==> src/hw/rtl/bcal_pkg.sv <==
package bcal_pkg;

    localparam int unsigned MaxSlots   = 1024;
    localparam int unsigned MaxExtents = 64;
    localparam int unsigned OffW       = $clog2(MaxSlots);
    localparam int unsigned CntW       = OffW + 1;
    localparam int unsigned IdxW       = $clog2(MaxExtents);
    localparam int unsigned SumW       = CntW + 1;

    localparam logic       CMD_ALLOC = 1'b0;
    localparam logic       CMD_FREE  = 1'b1;

    localparam logic [1:0] ST_OK      = 2'd0;
    localparam logic [1:0] ST_REFUSED = 2'd1;
    localparam logic [1:0] ST_FULL    = 2'd2;

    localparam logic [0:0] REG_PAGE_SIZE = 1'b0;

    typedef struct packed {
        logic            valid;
        logic [OffW-1:0] start;
        logic [CntW-1:0] len;
    } t_ext;

endpackage

==> src/hw/rtl/bcal_req_if.sv <==
interface bcal_req_if;
    logic                          valid;
    logic                          ready;
    logic                          cmd;
    logic [bcal_pkg::OffW-1:0]     block_offset;
    logic [bcal_pkg::CntW-1:0]     block_count;

    modport source (output valid, output cmd, output block_offset, output block_count,
                    input ready);
    modport sink   (input valid, input cmd, input block_offset, input block_count,
                    output ready);
endinterface

==> src/hw/rtl/bcal_rsp_if.sv <==
interface bcal_rsp_if;
    logic                          valid;
    logic                          ready;
    logic [1:0]                    status;
    logic [bcal_pkg::OffW-1:0]     alloc_offset;
    logic [bcal_pkg::CntW-1:0]     free_total;

    modport source (output valid, output status, output alloc_offset, output free_total,
                    input ready);
    modport sink   (input valid, input status, input alloc_offset, input free_total,
                    output ready);
endinterface

==> src/hw/rtl/best_fit_coalescing_block_allocator_top.sv <==
// best-fit extent allocator: the free extents live in a ring of 64 cells that
// rotates one place per cycle during the scan and update laps, so every entry
// passes the head cell in turn. each request takes a full scan lap to find the
// best fit or the merge neighbors, a decision state, and for a successful
// request a second lap that rewrites the chosen entries as they pass the head.
// one request is in flight at a time; the result sits in an output register
// and the next request is taken while it waits.
// a write of page_size (byte address 0) reinitializes the table to one free
// extent covering the page; only bits 10:0 of the data are used, 0 is taken as
// 1 and values above 1024 as 1024.
module best_fit_coalescing_block_allocator_top (
    input  logic                      i_clk,
    input  logic                      i_rst_n,
    bcal_req_if.sink                  i_req,
    bcal_rsp_if.source                o_rsp,
    input  logic                      i_psel,
    input  logic                      i_penable,
    input  logic                      i_pwrite,
    input  logic [2:0]                i_paddr,
    input  logic [31:0]               i_pwdata,
    output logic [31:0]               o_prdata,
    output logic                      o_pready
);
    localparam int unsigned OffW = bcal_pkg::OffW;
    localparam int unsigned CntW = bcal_pkg::CntW;
    localparam int unsigned IdxW = bcal_pkg::IdxW;
    localparam int unsigned SumW = bcal_pkg::SumW;
    localparam int unsigned NExt = bcal_pkg::MaxExtents;

    typedef enum logic [4:0] {
        S_IDLE = 5'b00001,
        S_SCAN = 5'b00010,
        S_DEC  = 5'b00100,
        S_UPD  = 5'b01000,
        S_DONE = 5'b10000
    } t_state;

    t_state r_state, n_state;

    // config
    logic            w_cfg_wr;
    logic [CntW-1:0] w_page_wr;
    logic [CntW-1:0] r_page;
    logic            w_init;
    logic [CntW-1:0] w_init_page;

    assign o_pready = 1'b1;
    assign w_cfg_wr = i_psel && i_penable && i_pwrite
                      && (i_paddr[2] == bcal_pkg::REG_PAGE_SIZE);
    assign o_prdata = {{(32-CntW){1'b0}}, r_page};

    always_comb begin
        w_page_wr = i_pwdata[CntW-1:0];
        if (w_page_wr == '0) begin
            w_page_wr = CntW'(1);
        end else if (w_page_wr > CntW'(bcal_pkg::MaxSlots)) begin
            w_page_wr = CntW'(bcal_pkg::MaxSlots);
        end
    end

    assign w_init      = !i_rst_n || w_cfg_wr;
    assign w_init_page = !i_rst_n ? CntW'(bcal_pkg::MaxSlots) : w_page_wr;

    // request capture
    logic            r_cmd;
    logic [OffW-1:0] r_off;
    logic [CntW-1:0] r_cnt;
    logic [SumW-1:0] w_end;
    logic [CntW-1:0] r_free;

    assign w_end = SumW'(r_off) + SumW'(r_cnt);

    // ring of cells
    bcal_pkg::t_ext w_ext [NExt];
    bcal_pkg::t_ext w_tail_in;
    bcal_pkg::t_ext w_head;
    bcal_pkg::t_ext w_mod;
    logic           w_shift;

    assign w_shift = (r_state == S_SCAN) || (r_state == S_UPD);
    assign w_head  = w_ext[0];

    genvar g;
    generate
        for (g = 0; g < NExt; g++) begin : g_cell
            bcal_pkg::t_ext w_ival;
            bcal_pkg::t_ext w_nbr;
            assign w_ival = (g == 0)
                ? bcal_pkg::t_ext'{valid: 1'b1, start: '0, len: w_init_page}
                : bcal_pkg::t_ext'{valid: 1'b0, start: '0, len: '0};
            if (g == NExt - 1) begin : g_tail
                assign w_nbr = w_tail_in;
            end else begin : g_mid
                assign w_nbr = w_ext[g+1];
            end
            bcal_cell u_cell (
                .i_clk      (i_clk),
                .i_init     (w_init),
                .i_init_val (w_ival),
                .i_shift    (w_shift),
                .i_nbr      (w_nbr),
                .o_ext      (w_ext[g])
            );
        end
    endgenerate

    // lap position: entry r_idx is at the head
    logic [IdxW-1:0] r_idx;

    // scan results
    logic            r_best_f;
    logic [IdxW-1:0] r_best;
    logic [CntW-1:0] r_best_len;
    logic [OffW-1:0] r_best_start;
    logic            r_ovl;
    logic            r_prev_f, r_next_f, r_empty_f;
    logic [IdxW-1:0] r_prev, r_next, r_empty;
    logic [CntW-1:0] r_next_len;
    logic [1:0]      r_status;

    logic [SumW-1:0] w_h_end;
    logic            w_fit, w_better;

    assign w_h_end  = SumW'(w_head.start) + SumW'(w_head.len);
    assign w_fit    = w_head.valid && (w_head.len >= r_cnt);
    assign w_better = !r_best_f || (w_head.len < r_best_len)
                      || ((w_head.len == r_best_len) && (w_head.start < r_best_start));

    // head rewrite during the update lap
    always_comb begin
        w_mod = w_head;
        if (r_cmd == bcal_pkg::CMD_ALLOC) begin
            if (r_idx == r_best) begin
                w_mod.start = w_head.start + r_cnt[OffW-1:0];
                w_mod.len   = w_head.len - r_cnt;
                if (w_head.len == r_cnt) begin
                    w_mod.valid = 1'b0;
                    w_mod.start = '0;
                end
            end
        end else begin
            if (r_prev_f && (r_idx == r_prev)) begin
                w_mod.len = w_head.len + r_cnt + (r_next_f ? r_next_len : '0);
            end else if (r_next_f && (r_idx == r_next)) begin
                if (r_prev_f) begin
                    w_mod = '{valid: 1'b0, start: '0, len: '0};
                end else begin
                    w_mod.start = r_off;
                    w_mod.len   = w_head.len + r_cnt;
                end
            end else if (!r_prev_f && !r_next_f && r_empty_f && (r_idx == r_empty)) begin
                w_mod = '{valid: 1'b1, start: r_off, len: r_cnt};
            end
        end
    end

    assign w_tail_in = (r_state == S_UPD) ? w_mod : w_head;

    // decision from the scan
    logic [1:0] w_dec;
    always_comb begin
        if (r_cmd == bcal_pkg::CMD_ALLOC) begin
            w_dec = (r_cnt == '0 || r_cnt > r_free || !r_best_f) ? bcal_pkg::ST_REFUSED
                                                                 : bcal_pkg::ST_OK;
        end else if (r_cnt == '0 || w_end > SumW'(r_page) || r_ovl) begin
            w_dec = bcal_pkg::ST_REFUSED;
        end else if (!r_prev_f && !r_next_f && !r_empty_f) begin
            w_dec = bcal_pkg::ST_FULL;
        end else begin
            w_dec = bcal_pkg::ST_OK;
        end
    end

    // output register
    logic            r_ovalid;
    logic [1:0]      r_ostat;
    logic [OffW-1:0] r_ooff;
    logic [CntW-1:0] r_ofree;

    assign o_rsp.valid        = r_ovalid;
    assign o_rsp.status       = r_ostat;
    assign o_rsp.alloc_offset = r_ooff;
    assign o_rsp.free_total   = r_ofree;

    logic w_out_free;
    assign w_out_free = !r_ovalid || o_rsp.ready;
    assign i_req.ready = (r_state == S_IDLE);

    always_comb begin
        n_state = r_state;
        case (r_state)
            S_IDLE: if (i_req.valid) n_state = S_SCAN;
            S_SCAN: if (r_idx == IdxW'(NExt - 1)) n_state = S_DEC;
            S_DEC:  n_state = (w_dec == bcal_pkg::ST_OK) ? S_UPD : S_DONE;
            S_UPD:  if (r_idx == IdxW'(NExt - 1)) n_state = S_DONE;
            S_DONE: if (w_out_free) n_state = S_IDLE;
            default: n_state = S_IDLE;
        endcase
    end

    always_ff @(posedge i_clk) begin
        if (!i_rst_n) begin
            r_state  <= S_IDLE;
            r_ovalid <= 1'b0;
            r_page   <= CntW'(bcal_pkg::MaxSlots);
            r_free   <= CntW'(bcal_pkg::MaxSlots);
            r_idx    <= '0;
        end else begin
            r_state <= n_state;
            if (w_cfg_wr) begin
                r_page <= w_page_wr;
                r_free <= w_page_wr;
            end
            if (w_shift) begin
                r_idx <= r_idx + IdxW'(1);
            end
            if (o_rsp.ready) begin
                r_ovalid <= 1'b0;
            end
            if ((r_state == S_DEC) && (w_dec == bcal_pkg::ST_OK)) begin
                r_free <= (r_cmd == bcal_pkg::CMD_ALLOC) ? r_free - r_cnt : r_free + r_cnt;
            end
            if ((r_state == S_DONE) && w_out_free) begin
                r_ovalid <= 1'b1;
            end
        end
    end

    always_ff @(posedge i_clk) begin
        if ((r_state == S_IDLE) && i_req.valid) begin
            r_cmd        <= i_req.cmd;
            r_off        <= i_req.block_offset;
            r_cnt        <= i_req.block_count;
            r_best_f     <= 1'b0;
            r_best       <= '0;
            r_best_len   <= '0;
            r_best_start <= '0;
            r_ovl        <= 1'b0;
            r_prev_f     <= 1'b0;
            r_next_f     <= 1'b0;
            r_empty_f    <= 1'b0;
            r_prev       <= '0;
            r_next       <= '0;
            r_empty      <= '0;
            r_next_len   <= '0;
        end
        if (r_state == S_SCAN) begin
            if (w_fit && w_better) begin
                r_best_f     <= 1'b1;
                r_best       <= r_idx;
                r_best_len   <= w_head.len;
                r_best_start <= w_head.start;
            end
            if (!w_head.valid) begin
                if (!r_empty_f) begin
                    r_empty_f <= 1'b1;
                    r_empty   <= r_idx;
                end
            end else begin
                if ((SumW'(w_head.start) < w_end) && (SumW'(r_off) < w_h_end)) begin
                    r_ovl <= 1'b1;
                end
                if (w_h_end == SumW'(r_off)) begin
                    r_prev_f <= 1'b1;
                    r_prev   <= r_idx;
                end
                if (SumW'(w_head.start) == w_end) begin
                    r_next_f   <= 1'b1;
                    r_next     <= r_idx;
                    r_next_len <= w_head.len;
                end
            end
        end
        if (r_state == S_DEC) begin
            r_status <= w_dec;
        end
        if ((r_state == S_DONE) && w_out_free) begin
            r_ostat <= r_status;
            r_ooff  <= ((r_cmd == bcal_pkg::CMD_ALLOC) && (r_status == bcal_pkg::ST_OK))
                       ? r_best_start : '0;
            r_ofree <= r_free;
        end
    end
endmodule

==> src/hw/rtl/bcal_cell.sv <==
module bcal_cell (
    input  logic           i_clk,
    input  logic           i_init,
    input  bcal_pkg::t_ext i_init_val,
    input  logic           i_shift,
    input  bcal_pkg::t_ext i_nbr,
    output bcal_pkg::t_ext o_ext
);
    bcal_pkg::t_ext r_ext;

    always_ff @(posedge i_clk) begin
        if (i_init) begin
            r_ext <= i_init_val;
        end else if (i_shift) begin
            r_ext <= i_nbr;
        end
    end

    assign o_ext = r_ext;
endmodule

==> src/flat_wrapper.sv <==
// flat-port wrapper written by rule: the top's interface ports become plain ports
module best_fit_coalescing_block_allocator_top_flat 
  (i_clk, i_rst_n, i_psel, i_penable, i_pwrite, i_paddr, i_pwdata, o_prdata, o_pready, i_req_valid, i_req_cmd, i_req_block_offset, i_req_block_count, i_req_ready, o_rsp_valid, o_rsp_status, o_rsp_alloc_offset, o_rsp_free_total, o_rsp_ready);
  bcal_req_if i_req_i ();
  bcal_rsp_if o_rsp_i ();
  input  logic i_clk;
  input  logic i_rst_n;
  input  logic i_psel;
  input  logic i_penable;
  input  logic i_pwrite;
  input  logic [2:0] i_paddr;
  input  logic [31:0] i_pwdata;
  output logic [31:0] o_prdata;
  output logic o_pready;
  input wire logic [$bits(i_req_i.valid)-1:0] i_req_valid;
  input wire logic [$bits(i_req_i.cmd)-1:0] i_req_cmd;
  input wire logic [$bits(i_req_i.block_offset)-1:0] i_req_block_offset;
  input wire logic [$bits(i_req_i.block_count)-1:0] i_req_block_count;
  output wire logic [$bits(i_req_i.ready)-1:0] i_req_ready;
  output wire logic [$bits(o_rsp_i.valid)-1:0] o_rsp_valid;
  output wire logic [$bits(o_rsp_i.status)-1:0] o_rsp_status;
  output wire logic [$bits(o_rsp_i.alloc_offset)-1:0] o_rsp_alloc_offset;
  output wire logic [$bits(o_rsp_i.free_total)-1:0] o_rsp_free_total;
  input wire logic [$bits(o_rsp_i.ready)-1:0] o_rsp_ready;
  assign i_req_i.valid = i_req_valid;
  assign i_req_i.cmd = i_req_cmd;
  assign i_req_i.block_offset = i_req_block_offset;
  assign i_req_i.block_count = i_req_block_count;
  assign i_req_ready = i_req_i.ready;
  assign o_rsp_valid = o_rsp_i.valid;
  assign o_rsp_status = o_rsp_i.status;
  assign o_rsp_alloc_offset = o_rsp_i.alloc_offset;
  assign o_rsp_free_total = o_rsp_i.free_total;
  assign o_rsp_i.ready = o_rsp_ready;
  best_fit_coalescing_block_allocator_top u_core (.i_clk(i_clk), .i_rst_n(i_rst_n), .i_req(i_req_i), .o_rsp(o_rsp_i), .i_psel(i_psel), .i_penable(i_penable), .i_pwrite(i_pwrite), .i_paddr(i_paddr), .i_pwdata(i_pwdata), .o_prdata(o_prdata), .o_pready(o_pready));
endmodule
==> config.mk <==
export PLATFORM = sky130hd
export DESIGN_NAME = best_fit_coalescing_block_allocator_top_flat
export DESIGN_NICKNAME = d
export VERILOG_FILES = /design/src/hw/rtl/bcal_pkg.sv /design/src/hw/rtl/bcal_req_if.sv /design/src/hw/rtl/bcal_rsp_if.sv /design/src/hw/rtl/best_fit_coalescing_block_allocator_top.sv /design/src/hw/rtl/bcal_cell.sv /design/src/flat_wrapper.sv
export SDC_FILE = /design/constraint.sdc
export NUM_CORES = 2
export LEC_CHECK = 0
export ABC_AREA = 1
export BUFFER_PORTS_ARGS = -buffer_cell sky130_fd_sc_hd__buf_2
export CORE_ASPECT_RATIO = 0.75
export CORE_MARGIN = 8
export CORE_UTILIZATION = 35
export DETAILED_ROUTE_END_ITERATION = 8
export PLACE_DENSITY = 0.45
export RECOVER_POWER = 25
export SYNTH_ARGS = -nofsm -noshare
export SYNTH_HDL_FRONTEND = slang
export SYNTH_HIERARCHICAL = 1
export SYNTH_SLANG_ARGS = --single-unit
==> constraint.sdc <==
create_clock -name i_clk -period 21.5 [get_ports i_clk]
set_input_delay 1.075 -clock i_clk [delete_from_list [all_inputs] [get_ports i_clk]]
set_output_delay 1.075 -clock i_clk [all_outputs]
set_load 0.03 [all_outputs]
==> run_results.csv <==
group,metric,value,unit
clocking,cts.hold.buffers_added,0,
route,initialDrtViolationCount,3075,
timing,final.min_clock_period,9.614,ns
logic_synthesis,compound_gate_fraction_of_synth_area,2.842,%
logic_synthesis,async_reset_ff_share,0,%
clocking,cts.path.max_buffers,4,
global_routing,grt-ovfl-total,0,
logic_synthesis,synth-main-ff-cell,"edfxtp_1",
finish,fin_util,40.83,%
placed_design,place_ws,15.32,ns
worst_setup_path,worstPathRequired,21.96,ns
run_status,outcome,"complete, but fails checks",
pwr,vdd_drop_max,0.05675,mV
placed_design,placed_area,79680,µm²
route,totalWireLength,160500,µm
clocking,ctsResizeCount,0,
logic_synthesis,synth_simple_gate_area_share,26.17,%
timing,final.setup.worst_slack,11.89,ns
clocking,cts.htree.levels,4,
timing,fin_setup_tns,0,ns
timing,slew_viol_final,528,
timing,grt_setup_unrepaired,"no",
finish,drive_above_1_share,4.888,%
global_routing,global_router_s_overall_resource_usage,14.21,%
logic_synthesis,synth.top_cell.area_share,59.81,%
placed_design,detailedPlacementHpwl,105600,µm
clocking,clkTransAtPathRegs,0.06,ns
placed_design,buffer_ports.inserted,76,
timing,fmax,104.0,MHz
logic_synthesis,synth.area.top_cells,"edfxtp_1, nand2_1, dfxtp_1",
route,drc,0,
logic_synthesis,synth.most_common_cell,"nand2_1",
pwr,cellLeakagePower,39.77,nW
logic_synthesis,yosys-top-cells-count,"nand2_1, edfxtp_1, inv_1",
route,route.vias.total,49140,
run_status,failing_checks,"capacitance limit, slew limit",
finish,finish.instance_area,84900,µm²
logic_synthesis,yosys_register_bits,1550,
worst_setup_path,reg2reg_slack,14.24,ns
finish,flow.area_growth_from_synthesis,16.22,%
logic_synthesis,edff_count_synth,1455,
logic_synthesis,post_synth_inst_count,7627,
timing,timing.final.crit_share,44.71,%
die,floorplan.die_area,223700,µm²
route,antenna_left,0,
finish,layout.nets,9203,
die,dieHeight,411.6,µm
logic_synthesis,synthMuxAreaShare,0,%
worst_setup_path,worstSetupStartpointType,"input pin",
logic_synthesis,syn-mean-instance-area,9.577,µm²
worst_setup_path,timing.setup.critical_path_class,"input pin to flop",
logic_synthesis,synth_top_family_by_area,"simple AND/OR/NAND/NOR gates",
global_routing,first_global_vias,47000,
worst_setup_path,end_kind,"flop",
timing,slew_worst_pin,4.039,ns
timing,final_hold_viol_count,0,
clocking,clk-insertion-delay-late,0.81,ns
die,dieWidth,543.5,µm
pwr,fin_total_pwr,8.320,mW
worst_setup_path,crit_arrival,10.08,ns
logic_synthesis,synth_warn,6,
clocking,clkSinkCount,1550,
die,ioPinCount,122,
timing,hold_ws,0.4469,ns
global_routing,grt_pass1_wl,259700,µm
logic_synthesis,synth_fa_ha_area_share,2.497,%
route,detail_route.vias_per_cell,4.122,
worst_setup_path,crit_fanout,142,
die,coreArea,207900,µm²
logic_synthesis,synth_top_area_cell,"edfxtp_1",
logic_synthesis,sequential_share_of_the_synthesized_area,62.42,%
timing,finalSetupViolations,0,
clocking,cts.root.buffer_cell,"clkbuf_16",
logic_synthesis,synth_cell_type_count,62,
clocking,cts_buffers,174,
route,first_pass_iters,7,
finish,final-instance-count-excl-fill,11920,
pwr,power-per-cell-area,98.00,nW/µm²
placed_design,place_congestion,0.8844,
global_routing,grt_antenna_before_repair,3,
die,floorplan.initialDensity,35.13,%
logic_synthesis,synthesis.area,73050,µm²
timing,maxSlewHeadroom,-170.7,%
die,placementRows,145,
clocking,postCtsSetupRepairBufs,0,
global_routing,grt_max_degree,182,
route,final_routed_wire_length_divided_by_cell_count,13.47,µm
logic_synthesis,post_synth_xor_area_fraction,0.6954,%
timing,worst_clock_skew,0.03320,ns
clocking,tritoncts_clock_tree,"done",
placed_design,placed_cells_incl_taps,11620,
job,max-cap-violations,11,
worst_hold_path,min_path_type,"flop to flop",
-- sequential cells by signal, indices dropped and copies added (netlist names), 5 cells and up --
signal / cells
u_core/g_cell.u_cell/o_ext: 1408
u_core/o_rsp.free_total: 11
u_core/r_best_len: 11
u_core/r_cnt: 11
u_core/r_free: 11
u_core/r_next_len: 11
u_core/r_page: 11
u_core/o_rsp.alloc_offset: 10
u_core/r_best_start: 10
u_core/r_off: 10
u_core/r_best: 6
u_core/r_empty: 6
u_core/r_idx: 6
u_core/r_next: 6
u_core/r_prev: 6
u_core/r_state: 5
-- metal layers --
layer  track usage [%]  vias up  share of wire (%)
met5                 0        -                  0
met4             3.371        0                2.2
met3             2.547      249                5.0
met2             20.70      780                 40
met1             21.81    21980                 52
li1                  -    26130                  -
-- where the power goes --
group          switching (mW)  total [mW]  internal (mW)
combinational            1.04        1.47          0.428
clock                    1.20        2.86           1.66
sequential              0.179        3.99           3.81
total                    2.43        8.32           5.89
-- cell usage in the layout (no fill, tap or decap), types with 7 or more instances in the layout --
cell       synthesis  final
bufinv_16          0      8
o21ai_2           17     17
nor3_1            33     33
nand3_1          120    120
clkbuf_1          20     98
a221oi_1           7      7
o21bai_1           9      9
nor4_1             9     11
a21oi_1          122    122
inv_1            214    243
ha_1             133    133
conb_1             2   1419
a31oi_1           15     15
buf_4            152     15
a21o_1             8      8
o21ai_1           36     36
a211oi_1           7      7
nand3_2           14     14
inv_2             80     48
nand4_1           25     25
buf_2             17     28
xnor2_1            8      8
xor2_1            50     50
clkinv_2           0     19
clkbuf_8           0     14
clkinv_1           2     37
nor2_1           107    109
fa_1               8      8
dfxtp_1           95     95
or2_2             70     70
clkbuf_16          0    178
o21ai_0           85     85
o22ai_1           10     10
edfxtp_1        1455   1455
nand2_1         4498   4498
-- cell families after synthesis --
| kind of cell | count (synthesis) |
|---|---|
| simple gates | 4903 |
| xor+xnor | 58 |
| compound gates | 352 |
| fa+ha+maj | 141 |
| flops | 1550 |
| other cells | 2 |
| buf+inv | 621 |
-- path summary, 6_finish.rpt --
path,from,end,cells past startpoint
max,i_rst_n,u_core/g_cell[18].u_cell/o_ext[1],9
max reg2reg,u_core/r_state[1],u_core/r_best[3],13
min,u_core/r_status[1],u_core/o_rsp.status[1],0
min reg2reg,u_core/r_status[1],u_core/o_rsp.status[1],0
-- worst max-delay path, cell delays in order --
cell and delay (ns):
clkbuf_1 0.73, clkinv_1 0.22, nor2_1 0.48, clkinvlp_2 3.13, clkbuf_1 2.07, buf_12 0.76
buf_4 0.44, buf_4 0.40, or2_2 0.60
-- final cells by class --
type	instances	area, µm²
Fill cell	20650	123000
Sequential cell	1550	45590
Multi-Input combinational cell	6873	28810
Clock buffer	233	4801
Tap cell	2793	3495
Inverter	296	1114
Clock inverter	70	556.8
Timing Repair Buffer	103	526.8
Antenna cell	1	2.502
(Power assumes the default switching activity.)
